`src/rtl/ftidx_pkg.sv`:
```
package ftidx_pkg;

    // Fixed field widths
    localparam int TIME_W = 64;
    localparam int IDX_W  = 11;
    localparam int QI_W   = 10;
    localparam int CMD_W  = 2;
    localparam int STAT_W = 2;

    // Default table depth
    localparam int MAX_ENTRIES_DEF = 1024;

    // Command codes
    localparam logic [CMD_W-1:0] CMD_CLEAR     = 2'd0;
    localparam logic [CMD_W-1:0] CMD_APPEND    = 2'd1;
    localparam logic [CMD_W-1:0] CMD_FIND_TIME = 2'd2;
    localparam logic [CMD_W-1:0] CMD_FIND_DEPS = 2'd3;

    // Status codes
    localparam logic [STAT_W-1:0] ST_OK    = 2'd0;
    localparam logic [STAT_W-1:0] ST_MISS  = 2'd1;
    localparam logic [STAT_W-1:0] ST_FULL  = 2'd2;
    localparam logic [STAT_W-1:0] ST_NOKEY = 2'd3;

    // Index value for "none"
    localparam logic [IDX_W-1:0] NONE_IDX = '1;

endpackage

```
`src/rtl/ftidx_cmp.sv`:
```
module ftidx_cmp
    import ftidx_pkg::*;
(
    input  logic signed [TIME_W-1:0] lhs,
    input  logic signed [TIME_W-1:0] rhs,
    output logic                     gt
);

    // Shared signed (two's complement) greater-than compare
    assign gt = (lhs > rhs);

endmodule

```
`config.mk`:
```
export PLATFORM = sky130hd
export DESIGN_NAME = ftidx_cmp
export DESIGN_NICKNAME = d
export VERILOG_FILES = /design/src/rtl/ftidx_pkg.sv /design/src/rtl/ftidx_cmp.sv
export SDC_FILE = /design/constraint.sdc
export NUM_CORES = 1
export LEC_CHECK = 0
export BUFFER_PORTS_ARGS = -buffer_cell sky130_fd_sc_hd__buf_4
export CAP_MARGIN = 20
export CORE_ASPECT_RATIO = 0.6
export CORE_MARGIN = 2
export CORE_UTILIZATION = 42
export DETAILED_ROUTE_END_ITERATION = 8
export PLACE_DENSITY = 0.85
export SLEW_MARGIN = 20
export SYNTH_ARGS = -nofsm -noshare
export SYNTH_HDL_FRONTEND = slang
export SYNTH_SLANG_ARGS = --single-unit
```
`constraint.sdc`:
```
create_clock -name vclk -period 1.7
set_input_delay 0.085 -clock vclk [all_inputs]
set_output_delay 0.085 -clock vclk [all_outputs]
set_load 0.02 [all_outputs]
```
# Word level (Yosys, flattened, before mapping)
# Cells that the tools add are included.
# W data, S select, Z words.
[word_totals]
word_cells = 1
output_inout_bits = 1
reg_bits = 0
[op_classes]
n_lt_le_gt_ge = 1
[op_table]
columns = ["operator", "count"]
rows = [
  ["$gt A64 B64 Y1", 1],
]

# Depth between registers and ports, before layout
# Gate-level depths: netlist of run 1.
[logic_depth]
ltp_word = 1
mapped_depth = 8
mapped_depth_nobuf = 8

# Least setup slack after synthesis of run 1
# OpenSTA, ideal clock, no wires.
[synth_timing]
kind = "in2out"
start = "input rhs[62]"
end = "output gt"
n_path_buf = 0
stages = 8
required_time_ns = 1.615
arrival_time_ns = 1.625
path_slack_ns = -0.010
path_cell_list = "inv_1 -> ha_1 -> a21oi_1 -> nand2_1 -> a221oi_1 -> o211ai_1 -> a22o_1 -> a31oi_1"
[synth_via]
elab_chain_cells = 1
[synth_lines]
columns = ["element", "line_no", "rtl"]
rows = [
  ["from (decl)", "ftidx_cmp.sv:5", "input logic signed [TIME_W-1:0] rhs,"],
  ["$gt A64 B64 Y1", "ftidx_cmp.sv:10", "assign gt = (lhs > rhs);"],
  ["to (decl)", "ftidx_cmp.sv:6", "output logic gt"],
]
# Every way passes these cells.

# Worst setup path in the final report of run 1
[layout_timing]
start = "input rhs[58]"
end = "output gt"
# Same word-level chain as after synthesis.

==> results.tsv, run 1 <==
metric	value	unit
yosysTopAreaCell	ha_1	
period_minus_slack	1.805	ns
critPathCaptureType	output port	
area_growth	93.55	%
multi_input_area	1759	µm²
design.seq.count	0	
whs	0.9019	ns
yosysMostFrequentCell	inv_1	
drt-initial-drc-count	73	
cp.buffers_inverters	3	
cts_hold_buf	0	
floorplan.die.height	52.26	µm
wl_per_cell	15.84	µm
hp-start	lhs[63]	
outcome	finished with violations	
nFillCells	208	
ys_top_cells_by_count	inv_1 (65), ha_1 (64), a21oi_1 (30), nand2_1 (19), nand4_1 (9)	
power_density	247.3	nW/µm²
holdPathEnd	gt	
yosys.cell_types.count	25	
stdcell_count	421	
crit_slowest_cell	a22o_1	
grt_pass1_wl	9956	µm
antenna_found_initial	0	
path_max_fanout	2	
crit_required	1.62	ns
synth_cells	234	
path_class	input port to output port	
yosysSeqAreaShare	0	
syn_area	1630	µm²
hold_class	input port to output port	
drive_gt1_frac	0.5053	
cp_top_family	compound AO/OA/AOI/OAI gates	
crit_path_max_incr_delay	0.25	ns
rows	17	
routed_wl	6668	µm
relSlewSlack	0.7749	
nClkBuffers	0	
worst_slew_pin_slew	0.3341	ns
dr.pass1.iters	4	
post-place-cells	419	
ant_nets	0	
post_synth.cell_area_avg	6.967	µm²
synth_top_area_frac	0.4912	
fmax	553.9	MHz
rsz0062_at_grt	yes	
grt_pass1_vias	2236	
die_area	4413	µm²
synth.area.top_cells	ha_1 (49%), inv_1 (15%), a21oi_1 (9.2%)	
route.vias.total	2201	
post-route-worst-setup-slack	-0.1054	ns
antenna_cells	0	
floorplan.initialDensity	0.4405	
grt_use_total	0.2769	
place_congestion	0.8529	
crit_top_cell	buf_4	
post-route-period-util	1.062	
cap_violations	0	
core	3701	µm²
viasPerCell	5.228	
finalSetupViolCount	1	
slew_violations	0	
violations	negative setup slack	
vdd_drop_max	0.0001710	V
hold_viol_final	0	
arrival	1.72	ns
dp_hpwl	4487	µm
leakage	0.001725	µW
whs_path_depth	6	
portBuffers	129	
crit_chain	buf_4 > inv_2 > ha_4 > nand4_1 > nor2_2 > a221oi_2 > o211ai_1 > a22o_1 > a31oi_2 > buf_4	
synth_fp_nets	426	
grt-ovfl-total	0	
finalNetCount	568	
ys_warn_count	0	
fp.dieW	84.44	µm
seq_area	0	µm²
fin_util	0.8526	
grt_max_degree	4	
pin_count	129	
route.detailed.drc	0	
startpoint_type	input port	
==> worst max path at each step <==
| stage | start | endpoint | slack (ns) | depth (start not counted) |
|---|---|---|---|---|
| final | rhs[58] | gt | -0.11 | 10 |
| after global routing | rhs[58] | gt | -0.15 | 10 |
| after CTS | rhs[49] | gt | -0.02 | 9 |
| after detailed placement | lhs[55] | gt | -0.18 | 9 |
| after global placement | lhs[55] | gt | -0.18 | 9 |
| after floorplan | rhs[62] | gt | 0.08 | 8 |
==> per-stage QoR <==
step | cell area [µm²] | power [µW] | setup TNS (ns) | setup WS, ns
after floorplan | 1637 | 278.9 | 0 | 0.08028
after global placement | 2731 | 587.6 | -0.1757 | -0.1757
after detailed placement | 2731 | 604.6 | -0.1808 | -0.1808
after CTS | 3144 | 724.8 | -0.01748 | -0.01748
after global routing | 3156 | 853.1 | -0.1500 | -0.1500
final | 3156 | 780.4 | -0.1054 | -0.1054
==> power by group <==
group	switching, µW	internal [µW]
clock	0	0
combinational	337	443
sequential	0	0
total	337	443
==> layout make-up <==
class / count / share of cell area
multi-input combinational: 169 / 0.5575
inverter: 65 / 0.07891
tap: 47 / 0.01864
timing repair buffer: 140 / 0.3450
==> timing repair <==
action,in CTS,in global routing
buffers inserted,2,0
resized for setup,58,3
gates cloned,0,0
pin swaps,26,3
endpoints found under the setup margin,1,1
==> per-layer routing <==
| layer | global-route usage | up-vias | routed length, µm |
|---|---|---|---|
| met4 | 0.01852 | 0 | 106 |
| met3 | 0.03622 | 10 | 477 |
| met1 | 0.3234 | 991 | 2756 |
| li1 | - | 1092 | - |
| met2 | 0.5701 | 108 | 3327 |
| met5 | 0 | - | 0 |
==> layout by cell type, fill, tap and decap left out, types with 6 or more instances in the layout <==
master / instances
buf_4: 130
inv_1: 54
ha_1: 41
a21oi_1: 27
ha_4: 23
nand2_1: 18
buf_6: 10
inv_2: 9
nand4_1: 9
o21ai_0: 7
nor2_1: 6
nand3_1: 6
==> kinds of logic (layout without fill, tap and decap cells) <==
logic type | Yosys count | count (layout) | synth area share
AOI/OAI and AO/OA | 54 | 54 | 0.1919
adders and majority gates | 64 | 64 | 0.4912
and+or+nand+nor | 51 | 51 | 0.1673
buffers and inverters | 65 | 205 | 0.1497
Power figures use the tool's default switching activity.
==> run 2: changes to the inputs <==
--- a/config.mk
+++ b/config.mk
@@ -7,7 +7,6 @@
 export LEC_CHECK = 0
 export BUFFER_PORTS_ARGS = -buffer_cell sky130_fd_sc_hd__buf_4
 export CAP_MARGIN = 20
-export CORE_ASPECT_RATIO = 0.6
 export CORE_MARGIN = 2
 export CORE_UTILIZATION = 42
 export DETAILED_ROUTE_END_ITERATION = 8
==> results.tsv, run 2 (synthesis results as in run 1) <==
metric	value	unit
finalSetupViolCount	1	
viasPerCell	5.400	
crit_top_cell	buf_4	
fp.dieW	66.31	µm
violations	negative setup slack	
nClkBuffers	0	
relSlewSlack	0.8081	
fin_area	3104	µm²
whs	0.9065	ns
rsz0062_at_grt	yes	
crit_path_max_incr_delay	0.27	ns
layout_commonest_cell	buf_4	
period_minus_slack	1.827	ns
rows	22	
slew_violations	0	
cp-startpoint	rhs[59]	
route.vias.total	2279	
final_cell_mix	buf_4 (133), inv_1 (52), ha_1 (43), a21oi_1 (28), ha_4 (21)	
grt-ovfl-total	0	
path_max_fanout	3	
cts_hold_buf	0	
drt-initial-drc-count	203	
crit_end	gt	
floorplan.initialDensity	0.4420	
wl_per_cell	16.55	µm
fmax	547.4	MHz
critPathCaptureType	output port	
die_area	4396	µm²
core	3689	µm²
post-route-period-util	1.075	
grt_max_degree	4	
hold_viol_final	0	
finalNetCount	568	
crit_required	1.62	ns
floorplan.die.height	66.31	µm
cap_violations	0	
path_class	input port to output port	
hold_class	input port to output port	
antenna_cells	0	
grt_pass1_wl	9942	µm
grt_pass1_vias	2335	
portBuffers	129	
fin_util	0.8416	
finalPower	766.2	µW
nFillCells	216	
leakage	0.001705	µW
grt_use_total	0.2856	
drive_gt1_frac	0.5000	
post-route-worst-setup-slack	-0.1269	ns
dr.pass1.iters	4	
antenna_found_initial	0	
startpoint_type	input port	
outcome	finished with violations	
ant_nets	0	
routed_wl	6984	µm
vdd_drop_max	0.0001268	V
dpl_cell_area	2718	µm²
place_congestion	0.7481	
crit_chain	buf_4 > inv_2 > ha_4 > nand4_1 > buf_4 > nor4_4 > nand3_2 > o21a_1 > a31oi_2 > buf_4	
pin_count	129	
hp-start	lhs[63]	
dp_hpwl	4365	µm
crit_slowest_cell	ha_4	
power_density	246.8	nW/µm²
worst_slew_pin_slew	0.2856	ns
seq_area	0	µm²
design.seq.count	0	
area_growth	90.41	%
route.detailed.drc	0	
arrival	1.74	ns
-- run 2: cell counts in the layout (fill, tap and decap cells not counted) --
Identical to the previous run, type by type.
-- run 2: worst max-delay path: cells and delay by family --
kind	cells	cell delay, ns
fa+ha+maj	1	0.27
simple gates	3	0.52
compound gates	2	0.38
buf+inv	4	0.49
-- run 2: area by class of cell --
type | count | area, µm² | area share
Inverter | 65 | 246.5 | 0.07940
Multi-Input combinational cell | 169 | 1720 | 0.5542
Timing Repair Buffer | 140 | 1077 | 0.3470
Tap cell | 48 | 60.06 | 0.01935
-- run 2: how the worst min path moves through the flow --
stage	to	slack, ns	cells after the start
floorplan	gt	0.62	3
global placement	gt	0.88	6
detailed placement	gt	0.88	6
CTS	gt	0.89	6
global route	gt	0.94	6
finish	gt	0.91	6
-- run 2: metrics by stage --
step / setup TNS [ns] / std cells / worst slack [ns]
CTS: -0.001967 / 420 / -0.001967
detailed placement: -0.1910 / 418 / -0.1910
global route: -0.2363 / 422 / -0.2363
floorplan: 0 / 234 / 0.08028
global placement: -0.1498 / 418 / -0.1498
finish: -0.1269 / 422 / -0.1269
-- run 2: repair_timing --
item,4_1_cts,5_1_grt
resized for setup,53,2
setup buffers,2,2
pin swaps,26,8
cloned,0,0
setup endpoints to repair,1,1
-- run 2: layer usage --
| layer | part of all wire | global-route usage | routed length (µm) | vias to the layer above |
|---|---|---|---|---|
| li1 | - | - | - | 1092 |
| met5 | 0 | 0 | 0 | - |
| met3 | 0.095 | 0.06644 | 660 | 38 |
| met4 | 0.050 | 0.09184 | 351 | 0 |
| met2 | 0.51 | 0.6088 | 3567 | 146 |
| met1 | 0.34 | 0.2520 | 2404 | 1003 |
-- run 2: where the power goes --
part / total [µW] / leakage (µW) / internal, µW / switching, µW
Combinational: 766 / 0.00170 / 434 / 332
Sequential: 0 / 0 / 0 / 0
Clock: 0 / 0 / 0 / 0
